`src/design/kaf_pkg.sv`:
```
// Shared widths, reset values, register indexes and saturation helpers for the angle filter.
`timescale 1ns / 1ps

package kaf_pkg;

  localparam int AngW    = 32;   // Q16.16 angles and rates
  localparam int CovW    = 32;   // Q8.24 covariance, noises and gains
  localparam int DtW     = 16;   // Q0.16 time step
  localparam int OpW     = 36;   // multiplier operand width, signed
  localparam int ResW    = 56;   // rounded and rescaled product width
  localparam int DenW    = 34;   // innovation variance width, signed
  localparam int CovFrac = 24;
  localparam int DtFrac  = 16;
  localparam int WideW   = 58;   // width of a sum ahead of saturation

  localparam logic [CovW-1:0] ApnReset = 32'd1678;
  localparam logic [CovW-1:0] BpnReset = 32'd5033;
  localparam logic [CovW-1:0] MnReset  = 32'd15099494;
  localparam logic [CovW-1:0] PInit    = 32'd1677722;

  localparam logic signed [31:0] S32Max = 32'sh7FFF_FFFF;
  localparam logic signed [31:0] S32Min = 32'sh8000_0000;

  typedef enum logic [1:0] {
    CFG_ANGLE_NOISE = 2'd0,
    CFG_BIAS_NOISE  = 2'd1,
    CFG_MEAS_NOISE  = 2'd2
  } cfg_idx_e;

  // Clamp a wide signed value to signed 32 bits.
  function automatic logic signed [31:0] sat32(input logic signed [WideW-1:0] v);
    logic all_same;
    all_same = (v[WideW-1:31] == '0) || (v[WideW-1:31] == '1);
    if (all_same) return v[31:0];
    return v[WideW-1] ? S32Min : S32Max;
  endfunction

  function automatic logic [OpW-1:0] mag_op(input logic signed [OpW-1:0] v);
    return v[OpW-1] ? OpW'(-v) : OpW'(v);
  endfunction

endpackage

```
`src/design/kaf_mul.sv`:
```
// Bit-serial signed multiplier with round-to-nearest rescale by 2^16 or 2^24.
`timescale 1ns / 1ps

module kaf_mul import kaf_pkg::*; (
  input  logic                   clk_i,
  input  logic                   rst_ni,
  input  logic                   start_i,
  input  logic signed [OpW-1:0]  a_i,
  input  logic signed [OpW-1:0]  b_i,
  input  logic                   sh24_i,
  output logic                   done_o,
  output logic signed [ResW-1:0] res_o
);

  typedef enum logic [1:0] {M_IDLE, M_RUN, M_NEG, M_RND} mstate_e;

  localparam logic [5:0] CntLast = 6'(OpW - 1);

  mstate_e                   state_q;
  logic [5:0]                cnt_q;
  logic [2*OpW:0]            acc_q;
  logic [OpW-1:0]            amag_q;
  logic                      neg_q, sh24_q, done_q;
  logic signed [2*OpW:0]     prod_q;
  logic signed [ResW-1:0]    res_q;

  logic [OpW:0]              sum;
  logic [2*OpW:0]            acc_d;
  logic signed [2*OpW:0]     half, rnd_sum, shifted;

  // One multiplier bit per cycle, LSB first; the partial sum shifts right.
  assign sum   = acc_q[2*OpW:OpW] + (acc_q[0] ? {1'b0, amag_q} : '0);
  assign acc_d = {1'b0, sum, acc_q[OpW-1:1]};

  assign half    = sh24_q ? ((2*OpW+1)'(1) << (CovFrac - 1)) : ((2*OpW+1)'(1) << (DtFrac - 1));
  assign rnd_sum = prod_q + half;
  assign shifted = sh24_q ? (rnd_sum >>> CovFrac) : (rnd_sum >>> DtFrac);

  always_ff @(posedge clk_i or negedge rst_ni) begin
    if (!rst_ni) begin
      state_q <= M_IDLE;
      cnt_q   <= '0;
      acc_q   <= '0;
      amag_q  <= '0;
      neg_q   <= 1'b0;
      sh24_q  <= 1'b0;
      done_q  <= 1'b0;
      prod_q  <= '0;
      res_q   <= '0;
    end else begin
      done_q <= 1'b0;
      case (state_q)
        M_IDLE: begin
          if (start_i) begin
            acc_q   <= {(OpW+1)'(0), mag_op(b_i)};
            amag_q  <= mag_op(a_i);
            neg_q   <= a_i[OpW-1] ^ b_i[OpW-1];
            sh24_q  <= sh24_i;
            cnt_q   <= '0;
            state_q <= M_RUN;
          end
        end
        M_RUN: begin
          acc_q <= acc_d;
          cnt_q <= cnt_q + 6'd1;
          if (cnt_q == CntLast) state_q <= M_NEG;
        end
        M_NEG: begin
          prod_q  <= neg_q ? -$signed({1'b0, acc_q[2*OpW-1:0]})
                           : $signed({1'b0, acc_q[2*OpW-1:0]});
          state_q <= M_RND;
        end
        M_RND: begin
          res_q   <= shifted[ResW-1:0];
          done_q  <= 1'b1;
          state_q <= M_IDLE;
        end
        default: state_q <= M_IDLE;
      endcase
    end
  end

  assign done_o = done_q;
  assign res_o  = res_q;

endmodule

```
`src/design/kaf_div.sv`:
```
// Bit-serial restoring divider for the Kalman gains, with saturation and zero divisor.
`timescale 1ns / 1ps

module kaf_div import kaf_pkg::*; (
  input  logic                   clk_i,
  input  logic                   rst_ni,
  input  logic                   start_i,
  input  logic signed [CovW-1:0] num_i,
  input  logic signed [DenW-1:0] den_i,
  output logic                   done_o,
  output logic signed [CovW-1:0] quot_o
);

  typedef enum logic [1:0] {D_IDLE, D_RUN, D_FIN} dstate_e;

  localparam int QW = CovW + CovFrac;
  localparam logic [5:0] CntLast = 6'(QW - 1);

  dstate_e                 state_q;
  logic [5:0]              cnt_q;
  logic [QW-1:0]           dq_q;
  logic [DenW-1:0]         dmag_q, rem_q;
  logic                    neg_q, num_neg_q, num_zero_q, den_zero_q, done_q;
  logic signed [CovW-1:0]  quot_q;

  logic [DenW:0]           trial;
  logic                    ge;
  logic [DenW:0]           diff;
  logic [CovW-1:0]         num_mag;
  logic signed [CovW-1:0]  fin_val;

  assign num_mag = num_i[CovW-1] ? CovW'(-num_i) : CovW'(num_i);
  assign trial   = {rem_q, dq_q[QW-1]};
  assign ge      = trial >= {1'b0, dmag_q};
  assign diff    = trial - {1'b0, dmag_q};

  always_comb begin
    if (den_zero_q) begin
      fin_val = num_neg_q ? S32Min : (num_zero_q ? '0 : S32Max);
    end else if (neg_q) begin
      fin_val = (dq_q > QW'(33'h1_0000_0000 >> 1)) ? S32Min : -$signed(dq_q[CovW-1:0]);
    end else begin
      fin_val = (dq_q > QW'(S32Max)) ? S32Max : $signed(dq_q[CovW-1:0]);
    end
  end

  always_ff @(posedge clk_i or negedge rst_ni) begin
    if (!rst_ni) begin
      state_q    <= D_IDLE;
      cnt_q      <= '0;
      dq_q       <= '0;
      dmag_q     <= '0;
      rem_q      <= '0;
      neg_q      <= 1'b0;
      num_neg_q  <= 1'b0;
      num_zero_q <= 1'b0;
      den_zero_q <= 1'b0;
      done_q     <= 1'b0;
      quot_q     <= '0;
    end else begin
      done_q <= 1'b0;
      case (state_q)
        D_IDLE: begin
          if (start_i) begin
            dq_q       <= {num_mag, CovFrac'(0)};
            dmag_q     <= den_i[DenW-1] ? DenW'(-den_i) : DenW'(den_i);
            rem_q      <= '0;
            neg_q      <= num_i[CovW-1] ^ den_i[DenW-1];
            num_neg_q  <= num_i[CovW-1];
            num_zero_q <= (num_i == '0);
            den_zero_q <= (den_i == '0);
            cnt_q      <= '0;
            state_q    <= D_RUN;
          end
        end
        D_RUN: begin
          rem_q <= ge ? diff[DenW-1:0] : trial[DenW-1:0];
          dq_q  <= {dq_q[QW-2:0], ge};
          cnt_q <= cnt_q + 6'd1;
          if (cnt_q == CntLast) state_q <= D_FIN;
        end
        D_FIN: begin
          quot_q  <= fin_val;
          done_q  <= 1'b1;
          state_q <= D_IDLE;
        end
        default: state_q <= D_IDLE;
      endcase
    end
  end

  assign done_o = done_q;
  assign quot_o = quot_q;

endmodule

```
`src/design/kalman_angle_filter.sv`:
```
// Top level of the two-state angle and gyro bias Kalman filter.
//
//  Channel   Direction  Handshake                  Payload
//  in        input      in_valid_i / in_stall_o    measured_angle_i, gyro_rate_i, time_step_i
//  out       output     out_valid_o / out_stall_i  filtered_angle_o
//  cfg       input      cfg_we_i                   cfg_index_i, cfg_data_i
//
// One transaction runs ten multiplies on the bit-serial multiplier
// and two gain divides on the bit-serial divider.
// One item is in work at a time; the input stalls until the sequencer is idle again.
// Reset restores the noise registers, zeroes the estimates and loads the covariance.
// A finished result waits in the output register while the next item is accepted.
`timescale 1ns / 1ps

module kalman_angle_filter import kaf_pkg::*; (
  input  logic                   clk_i,
  input  logic                   rst_ni,
  input  logic                   in_valid_i,
  output logic                   in_stall_o,
  input  logic signed [AngW-1:0] measured_angle_i,
  input  logic signed [AngW-1:0] gyro_rate_i,
  input  logic [DtW-1:0]         time_step_i,
  output logic                   out_valid_o,
  input  logic                   out_stall_i,
  output logic signed [AngW-1:0] filtered_angle_o,
  input  logic                   cfg_we_i,
  input  logic [1:0]             cfg_index_i,
  input  logic [CovW-1:0]        cfg_data_i
);

  typedef enum logic [1:0] {S_IDLE, S_ISSUE, S_WAIT, S_OUT} state_e;
  typedef enum logic [3:0] {
    ST_RATE, ST_DTP11, ST_P00, ST_P11, ST_K0, ST_K1,
    ST_BIAS, ST_ANG, ST_P10C, ST_P11C, ST_P01C, ST_P00C
  } step_e;

  state_e                 state_q;
  step_e                  step_q;
  logic [CovW-1:0]        apn_q, bpn_q, mn_q;
  logic signed [AngW-1:0] meas_q, gyro_q;
  logic [DtW-1:0]         dt_q;
  logic signed [AngW-1:0] ang_q, bias_q;
  logic signed [CovW-1:0] p00_q, p01_q, p10_q, p11_q, k0_q, k1_q;
  logic signed [OpW-1:0]  inner_q;
  logic                   out_valid_q;
  logic signed [AngW-1:0] out_angle_q;

  logic signed [OpW-1:0]  op_a, op_b, dt_op, y_op;
  logic                   sh24, is_div, mul_done, div_done, unit_done;
  logic signed [ResW-1:0] mul_res;
  logic signed [CovW-1:0] div_num, div_quot;
  logic signed [DenW-1:0] den;
  logic signed [WideW-1:0] res_w;

  function automatic logic signed [WideW-1:0] wide32(input logic signed [31:0] v);
    return {{(WideW-32){v[31]}}, v};
  endfunction

  function automatic logic signed [OpW-1:0] op32(input logic signed [31:0] v);
    return {{(OpW-32){v[31]}}, v};
  endfunction

  assign dt_op  = {(OpW-DtW)'(0), dt_q};
  assign y_op   = op32(meas_q) - op32(ang_q);
  assign is_div = (step_q == ST_K0) || (step_q == ST_K1);
  assign res_w  = {{(WideW-ResW){mul_res[ResW-1]}}, mul_res};
  assign den    = {{(DenW-CovW){p00_q[CovW-1]}}, p00_q} + {(DenW-CovW)'(0), mn_q};
  assign div_num = (step_q == ST_K1) ? p10_q : p00_q;
  assign unit_done = mul_done || div_done;

  always_comb begin
    op_a = dt_op;
    op_b = dt_op;
    sh24 = 1'b1;
    case (step_q)
      ST_RATE:  begin op_a = dt_op; op_b = op32(gyro_q) - op32(bias_q); sh24 = 1'b0; end
      ST_DTP11: begin op_a = dt_op; op_b = op32(p11_q); sh24 = 1'b0; end
      ST_P00:   begin op_a = dt_op; op_b = inner_q; sh24 = 1'b0; end
      ST_P11:   begin op_a = {(OpW-CovW)'(0), bpn_q}; op_b = dt_op; sh24 = 1'b0; end
      ST_BIAS:  begin op_a = op32(k1_q); op_b = y_op; end
      ST_ANG:   begin op_a = op32(k0_q); op_b = y_op; end
      ST_P10C:  begin op_a = op32(k1_q); op_b = op32(p00_q); end
      ST_P11C:  begin op_a = op32(k1_q); op_b = op32(p01_q); end
      ST_P01C:  begin op_a = op32(k0_q); op_b = op32(p01_q); end
      ST_P00C:  begin op_a = op32(k0_q); op_b = op32(p00_q); end
      default:  begin op_a = dt_op; op_b = dt_op; end
    endcase
  end

  kaf_mul u_mul (
    .clk_i   (clk_i),
    .rst_ni  (rst_ni),
    .start_i ((state_q == S_ISSUE) && !is_div),
    .a_i     (op_a),
    .b_i     (op_b),
    .sh24_i  (sh24),
    .done_o  (mul_done),
    .res_o   (mul_res)
  );

  kaf_div u_div (
    .clk_i   (clk_i),
    .rst_ni  (rst_ni),
    .start_i ((state_q == S_ISSUE) && is_div),
    .num_i   (div_num),
    .den_i   (den),
    .done_o  (div_done),
    .quot_o  (div_quot)
  );

  always_ff @(posedge clk_i or negedge rst_ni) begin
    if (!rst_ni) begin
      state_q     <= S_IDLE;
      step_q      <= ST_RATE;
      apn_q       <= ApnReset;
      bpn_q       <= BpnReset;
      mn_q        <= MnReset;
      meas_q      <= '0;
      gyro_q      <= '0;
      dt_q        <= '0;
      ang_q       <= '0;
      bias_q      <= '0;
      p00_q       <= PInit;
      p01_q       <= '0;
      p10_q       <= '0;
      p11_q       <= PInit;
      k0_q        <= '0;
      k1_q        <= '0;
      inner_q     <= '0;
      out_valid_q <= 1'b0;
      out_angle_q <= '0;
    end else begin
      if (cfg_we_i) begin
        case (cfg_index_i)
          CFG_ANGLE_NOISE: apn_q <= cfg_data_i;
          CFG_BIAS_NOISE:  bpn_q <= cfg_data_i;
          CFG_MEAS_NOISE:  mn_q  <= cfg_data_i;
          default: ;
        endcase
      end

      // In the output state the sequencer itself decides the valid flag.
      if (out_valid_q && !out_stall_i && (state_q != S_OUT)) out_valid_q <= 1'b0;

      case (state_q)
        S_IDLE: begin
          if (in_valid_i) begin
            meas_q  <= measured_angle_i;
            gyro_q  <= gyro_rate_i;
            dt_q    <= time_step_i;
            step_q  <= ST_RATE;
            state_q <= S_ISSUE;
          end
        end
        S_ISSUE: state_q <= S_WAIT;
        S_WAIT: begin
          if (unit_done) begin
            case (step_q)
              ST_RATE:  ang_q <= sat32(wide32(ang_q) + res_w);
              ST_DTP11: begin
                // The angle covariance growth uses P01 and P10 from before this step.
                inner_q <= $signed(mul_res[OpW-1:0]) - op32(p01_q) - op32(p10_q)
                           + $signed({(OpW-CovW)'(0), apn_q});
                p01_q   <= sat32(wide32(p01_q) - res_w);
                p10_q   <= sat32(wide32(p10_q) - res_w);
              end
              ST_P00:   p00_q  <= sat32(wide32(p00_q) + res_w);
              ST_P11:   p11_q  <= sat32(wide32(p11_q) + res_w);
              ST_K0:    k0_q   <= div_quot;
              ST_K1:    k1_q   <= div_quot;
              ST_BIAS:  bias_q <= sat32(wide32(bias_q) + res_w);
              ST_ANG:   ang_q  <= sat32(wide32(ang_q) + res_w);
              ST_P10C:  p10_q  <= sat32(wide32(p10_q) - res_w);
              ST_P11C:  p11_q  <= sat32(wide32(p11_q) - res_w);
              ST_P01C:  p01_q  <= sat32(wide32(p01_q) - res_w);
              ST_P00C:  p00_q  <= sat32(wide32(p00_q) - res_w);
              default: ;
            endcase
            if (step_q == ST_P00C) begin
              state_q <= S_OUT;
            end else begin
              step_q  <= step_e'(4'(step_q) + 4'd1);
              state_q <= S_ISSUE;
            end
          end
        end
        S_OUT: begin
          if (!out_valid_q || !out_stall_i) begin
            out_valid_q <= 1'b1;
            out_angle_q <= ang_q;
            state_q     <= S_IDLE;
          end
        end
        default: state_q <= S_IDLE;
      endcase
    end
  end

  assign in_stall_o       = (state_q != S_IDLE);
  assign out_valid_o      = out_valid_q;
  assign filtered_angle_o = out_angle_q;

  a_accept_starts: assert property (@(posedge clk_i) disable iff (!rst_ni)
    in_valid_i && !in_stall_o |=> state_q == S_ISSUE)
    else $error("accepted transaction did not start the sequencer");

  a_one_unit: assert property (@(posedge clk_i) disable iff (!rst_ni)
    !(mul_done && div_done))
    else $error("multiplier and divider finished together");

  a_done_in_wait: assert property (@(posedge clk_i) disable iff (!rst_ni)
    unit_done |-> state_q == S_WAIT)
    else $error("arithmetic unit finished outside the wait state");

  a_out_from_seq: assert property (@(posedge clk_i) disable iff (!rst_ni)
    $rose(out_valid_q) |-> $past(state_q == S_OUT))
    else $error("result appeared without a finished transaction");

endmodule
```
`config.mk`:
```
export PLATFORM = sky130hd
export DESIGN_NAME = kalman_angle_filter
export DESIGN_NICKNAME = d
export VERILOG_FILES = /design/src/design/kaf_pkg.sv /design/src/design/kaf_mul.sv /design/src/design/kaf_div.sv /design/src/design/kalman_angle_filter.sv
export SDC_FILE = /design/constraint.sdc
export NUM_CORES = 2
export LEC_CHECK = 0
export BUFFER_PORTS_ARGS = -buffer_cell sky130_fd_sc_hd__buf_4
export CAP_MARGIN = 5
export CORE_AREA = 2 2 378 380
export CTS_BUF_LIST = sky130_fd_sc_hd__clkbuf_8
export DETAILED_ROUTE_END_ITERATION = 8
export DIE_AREA = 0 0 380 382
export GPL_ROUTABILITY_DRIVEN = 1
export PLACE_DENSITY = 0.82
export SLEW_MARGIN = 40
export SYNTH_ARGS = -nofsm -noshare
export SYNTH_HDL_FRONTEND = slang
export SYNTH_SLANG_ARGS = --single-unit
```
`constraint.sdc`:
```
create_clock -name clk_i -period 7.1 [get_ports clk_i]
set_input_delay 1.42 -clock clk_i [delete_from_list [all_inputs] [get_ports clk_i]]
set_output_delay 1.42 -clock clk_i [all_outputs]
set_load 0.02 [all_outputs]
```
* Word level (Yosys, flattened, before mapping)
Index checks and enable logic that the tools add are counted.
** Word-level totals
- Flip-flop bits (word level) :: 925
- Bits of input ports :: 119
- Output and inout port bits :: 34
- Logic and storage cells :: 302
** Cells by class
- Add/sub/neg operators :: 26
- Order comparisons :: 3
- Equality and inequality tests :: 40
- Multiplexer cells :: 122
- Bitwise gates (word level) :: 2
- Reduce and logical (&&, ||, !) cells :: 70
** Operator list (count)
- $mux W32 :: 34
- $pmux W32 S2 :: 5
- $add A32 B56 Y57 :: 4
- $sub A32 B56 Y57 :: 4
- $eq A27 B27 Y1 const B :: 8
- $logic_not A27 Y1 :: 8
- $pmux W36 S6 :: 1
- $mux W73 :: 2
- $pmux W73 S2 :: 1
- $mux W56 :: 2
- $pmux W56 S2 :: 1
- $mux W36 :: 3
- $pmux W36 S3 :: 1
- $mux W34 :: 3
- $add A73 B25 Y73 :: 1
- $neg A72 Y73 :: 1
- $neg A36 Y36 :: 2
- $sub A36 B32 Y36 :: 2
- $pmux W34 S2 :: 1
- $sub A32 B32 Y33 :: 2
- $neg A32 Y32 :: 2
- $gt A56 B31 Y1 const B :: 1
- $gt A56 B32 Y1 const B :: 1
- $mux W1 :: 47
- 41 further kinds :: 126

* Depth between registers and ports, before layout
- Depth in word-level cells :: 9
- Mapped depth :: 23

* Cells and area by module
From an unflattened synthesis, not the netlist that was laid out.
** Unflattened totals
- Cells, all modules :: 10201
- Area, all modules :: 84025.6 µm²
** Modules (own cells, without submodules)
- kalman_angle_filter :: instances 1, cells each 7112, area each 57970.6 µm², sequential area each 12747.2 µm²
- kaf_mul :: instances 1, cells each 1772, area each 15063.2 µm², sequential area each 5830.6 µm²
- kaf_div :: instances 1, cells each 1317, area each 10991.8 µm², sequential area each 4229.1 µm²

* Worst setup path before layout
Ideal clock, no wire load.
- Path type :: register to register
- Start :: register p11_q[31]
- End :: register p11_q[11]
- Library setup time :: 0.089 ns
- Arrival :: 5.550 ns
- Data required time :: 7.011 ns
- Path slack :: 1.461 ns
- Cell stages (with the launch flop) :: 19
- Path buffers :: 3
- Period minus slack after synthesis :: 5.639 ns
- Cell sequence :: dfrtp_1 ha_1 or4_1 or3_1 or3_1 clkbuf_1 nor2_1 nor3_1 o221ai_1 a211oi_1 or3_1 nor4_1 nand4_1 or4_1 o41ai_1 clkbuf_1 buf_1 nand2_1 a211oi_1
** On the way
- Word-level cells in the longest chain between the ends :: 9
** RTL lines
- start: declaration :: line kalman_angle_filter.sv:43 : logic signed [CovW-1:0] p00_q, p01_q, p10_q, p11_q, k0_q, k1_q;
- start signal: assignment :: line kalman_angle_filter.sv:126 : p11_q <= PInit;
- start signal: assignment :: line kalman_angle_filter.sv:168 : ST_P11: p11_q <= sat32(wide32(p11_q) + res_w);
- start signal: assignment :: line kalman_angle_filter.sv:174 : ST_P11C: p11_q <= sat32(wide32(p11_q) - res_w);
- $sub A32 B56 Y57 / $add A32 B56 Y57 (equally long branches) :: line kalman_angle_filter.sv:174, kalman_angle_filter.sv:168
- $eq A27 B27 Y1 / $logic_not A27 Y1 (equally long branches) :: line kaf_pkg.sv:33 : all_same = (v[WideW-1:31] == '0) || (v[WideW-1:31] == '1);
- $logic_or A1 B1 Y1 :: line kaf_pkg.sv:33
- $mux W1 :: line kaf_pkg.sv:34 : if (all_same) return v[31:0];
- $mux W1 :: line kalman_angle_filter.sv:158 : case (step_q)
- $mux W1 :: line kalman_angle_filter.sv:157 : if (unit_done) begin
- $mux W1 :: line kalman_angle_filter.sv:145 : case (state_q)
- $mux W32 :: line kaf_pkg.sv:35 : return v[WideW-1] ? S32Min : S32Max;
- $pmux W32 S2 (*) :: line kalman_angle_filter.sv:158
Every way passes the cells marked *; elsewhere a longest branch is shown, timed or not. The select of a mux whose other input is x is not followed.
A chain may end at the register's enable or synchronous reset.

* Final worst setup path
- Start :: register u_mul.res_q[0], in the netlist u_mul.res_o[0]
- End :: register p00_q[9]
** On the way
- Word-level cells in the longest chain between the ends :: 9
** RTL lines
- start: declaration :: line kaf_mul.sv:25 : logic signed [ResW-1:0] res_q;
- start signal: assignment :: line kaf_mul.sv:74 : res_q <= shifted[ResW-1:0];
- $sub A32 B56 Y57 / $add A32 B56 Y57 (equally long branches) :: line kalman_angle_filter.sv:176, kalman_angle_filter.sv:167
- $eq A27 B27 Y1 / $logic_not A27 Y1 (equally long branches) :: line kaf_pkg.sv:33
- $logic_or A1 B1 Y1 :: line kaf_pkg.sv:33
- $mux W1 :: line kaf_pkg.sv:34
- $mux W1 :: line kalman_angle_filter.sv:158
- $mux W1 :: line kalman_angle_filter.sv:157
- $mux W1 :: line kalman_angle_filter.sv:145
- $mux W32 :: line kaf_pkg.sv:35
- $pmux W32 S2 (*) :: line kalman_angle_filter.sv:158
- end signal: assignment :: line kalman_angle_filter.sv:123 : p00_q <= PInit;
- end signal: assignment :: line kalman_angle_filter.sv:167 : ST_P00: p00_q <= sat32(wide32(p00_q) + res_w);
- end signal: assignment :: line kalman_angle_filter.sv:176 : ST_P00C: p00_q <= sat32(wide32(p00_q) - res_w);
- end: declaration :: line kalman_angle_filter.sv:43
Marked as above.

==> out/results.ini <==
[timing]
tightest_slew_ps=1000
setup_violations=0
rsz0062_at_grt=no
slew_headroom=0.331
skew_ps=102
fmax_mhz=153
timing.final.crit_period_ps=6520
slew_violations=0
hold_viol=0
setup_tns_ps=0
fin_crit_sh=0.918

[synth]
synth-async-reset-ratio=1.00
syn_nets=11100
yosysSeqAreaShare=0.272
yosysWarningCount=0
syn_inst=10300
netlist_area_um2=83900
synth_edf_count=0
ys_ff_latch=909
synth_ff_type=dfrtp_1
yosys.area.top_type=dfrtp_1
synth_area_leaders=dfrtp_1, ha_1, a21oi_1, o21ai_0, xnor2_1
yosysTopAreaCellShare=0.257
post_synth_num_cell_types=96
avgSynthCellArea_um2=8.17

[setup_path]
cp_data_required_time_ps=7890
crit_chain=ha_1 -> fa_1 -> nand2b_1 -> a21o_1 -> a31o_2 -> o31ai_1 -> a21oi_1 -> o31ai_1 -> o221ai_1 -> o31ai_1 -> xnor2_1 -> nand3_1 -> or3_1 -> or4b_2 -> a21oi_1 -> buf_4 -> a2111oi_0
end_kind=flop
cpMostUsedCell=o31ai_1
crit_path_max_incr_delay_ps=670
cp-start-kind=flop
crit_fanout=15
crit_type=flop to flop
arrival_ps=7310
critPathSlowestCell=or4b_2

[detailed_routing]
firstDrtPassIters=9
vias_per_cell=6.84
initialDrtViolationCount=10800
routed_wl_um=334000
route.detailed.drc=1
avgRoutedWirePerCell_um=27.0
ant_nets=0
via_count=84700

[run_status]
violations=DRC
status=complete, but fails checks

[global_routing]
grt-ovfl-total=0
grt_max_degree=143
grt_pass1_wl_um=495000
antenna_found_initial=17
grt_pass1_vias=80600
gr-usage-all-layers=0.444

[finish]
final_common_cell=nand2_1
area_delta_synth_final_pct=9.52
layout.nets=11200
drive_above_1_share=0.109
layout_common_cells=nand2_1, a21oi_1, dfrtp_1

[clocking]
cts.sinks=909
postCtsHoldBufs=0
path_clk_slew_ps=70
worstSkewPairLatency_ps=970
cts_buffers=167
cts_buffer_depth=3
htreeDepth=4
cts_tree=built
post_cts_resized=0
cts_root_buffer=clkbuf_8
cts_setup_buffers=0

[placed_design]
gp_congestion=1.09
place.port_buffers=152
hpwlAfterDp_um=263000

[floorplanning]
num_rows=138
die-height_um=382
io_pins=153
die-area_um2=145000
coreArea_um2=141000
die_x_um=380
initial_core_util=0.596

[min_path]
min_path_type=input pin to asynchronous set/reset pin

[flow_run]
cap_violations=0

## final timing paths
| path | from | end | slack [ps] | cells after the start |
|---|---|---|---|---|
| max in group asynchronous | rst_ni | p10_q[31]$_DFFE_PN0P_ | 5070 | 4 |
| worst max-delay path | u_mul.res_o[0]$_DFFE_PN0P_ | p00_q[9]$_DFFE_PN0P_ | 580 | 17 |
| worst min-delay path | rst_ni | u_mul.acc_q[19]$_DFFE_PN0P_ | 290 | 1 |
| worst min register to register | u_mul.amag_q[34]$_DFFE_PN0P_ | u_mul.amag_q[34]$_DFFE_PN0P_ | 480 | 1 |
| min in group clk_i | u_mul.amag_q[34]$_DFFE_PN0P_ | u_mul.amag_q[34]$_DFFE_PN0P_ | 480 | 1 |
| worst max register to register | u_mul.res_o[0]$_DFFE_PN0P_ | p00_q[9]$_DFFE_PN0P_ | 580 | 17 |
## routing by layer
layer | vias up | global-route usage | wire (µm)
met5 | - | 0 | 176
met4 | 16 | 0.260 | 23200
met3 | 1045 | 0.120 | 39200
met2 | 5120 | 0.674 | 142000
met1 | 40800 | 0.569 | 129000
li1 | 37700 | - | -
## synthesized netlist by cell type (all sizes together), types with 34 or more instances
master / n
nand2b: 115
o31ai: 136
a211o: 43
nand4: 146
and2: 104
nor2: 823
a21oi: 869
o21bai: 111
o22ai: 47
clkbuf: 445
nand3: 204
o211ai: 140
nand2: 885
or2: 34
o21ai: 832
dfrtp: 861
a21boi: 35
and3: 87
mux2: 280
or4: 48
nor3b: 52
xor2: 297
a31oi: 104
nor2b: 104
a221o: 47
dfstp: 48
a211oi: 135
nor4: 109
buf: 49
o21a: 110
ha: 672
a22oi: 117
or3: 105
xnor2: 459
a22o: 34
inv: 491
a21o: 292
nor3: 219
mux2i: 46
fa: 80
## flip-flops by register name, summed over array words and instances, names as in the netlist, 34 cells and up
register      cells
u_mul.acc_q      72
u_div.dq_q       56
inner_q          36
u_mul.prod_q     58
u_div.rem_q      34
u_mul.amag_q     36
u_div.dmag_q     34
u_mul.res_o      56
## kinds of logic (layout without fill, tap and decap cells)
family	Yosys count	count (layout)	synth area share
compound gates	3390	3390	0.260
xor+xnor	756	756	0.0789
fa+ha+maj	752	752	0.119
buf+inv	989	1188	0.0443
flops	909	909	0.272
mux	326	326	0.0430
other cells	0	13	0
simple gates	3153	3153	0.183
## worst max-delay path: cells and delay by family, from the launching register on
| family | cells | cell delay (ps) |
|---|---|---|
| xor+xnor | 1 | 270 |
| buf+inv | 1 | 270 |
| flops | 1 | 630 |
| simple gates | 4 | 1330 |
| compound gates | 9 | 3030 |
| fa+ha+maj | 2 | 790 |
## final cells by class
type | instances | area (µm²)
Fill cell | 11900 | 49000
Sequential cell | 909 | 22800
Inverter | 495 | 1860
Clock buffer | 209 | 2880
Clock inverter | 99 | 1140
Antenna cell | 13 | 32.5
Timing Repair Buffer | 385 | 3090
Tap cell | 1890 | 2360
Multi-Input combinational cell | 8377 | 57700
## per-stage QoR
| stage | area (µm²) | utilization | hold WS (ps) | worst slack, ps | instances |
|---|---|---|---|---|---|
| CTS | 91800 | 0.651 | 470 | 723 | 12400 |
| detailed placement | 87700 | 0.623 | 466 | 749 | 12000 |
| floorplan | 83900 | - | 442 | 1460 | 10300 |
| global placement | 87600 | 0.622 | 458 | 824 | 12000 |
| global route | 91900 | 0.652 | 283 | 267 | 12400 |
| finish | 91900 | 0.652 | 287 | 582 | 12400 |
Power is not shown: default switching activity piles up to over one toggle a cycle in this logic, so the estimate is an artifact.
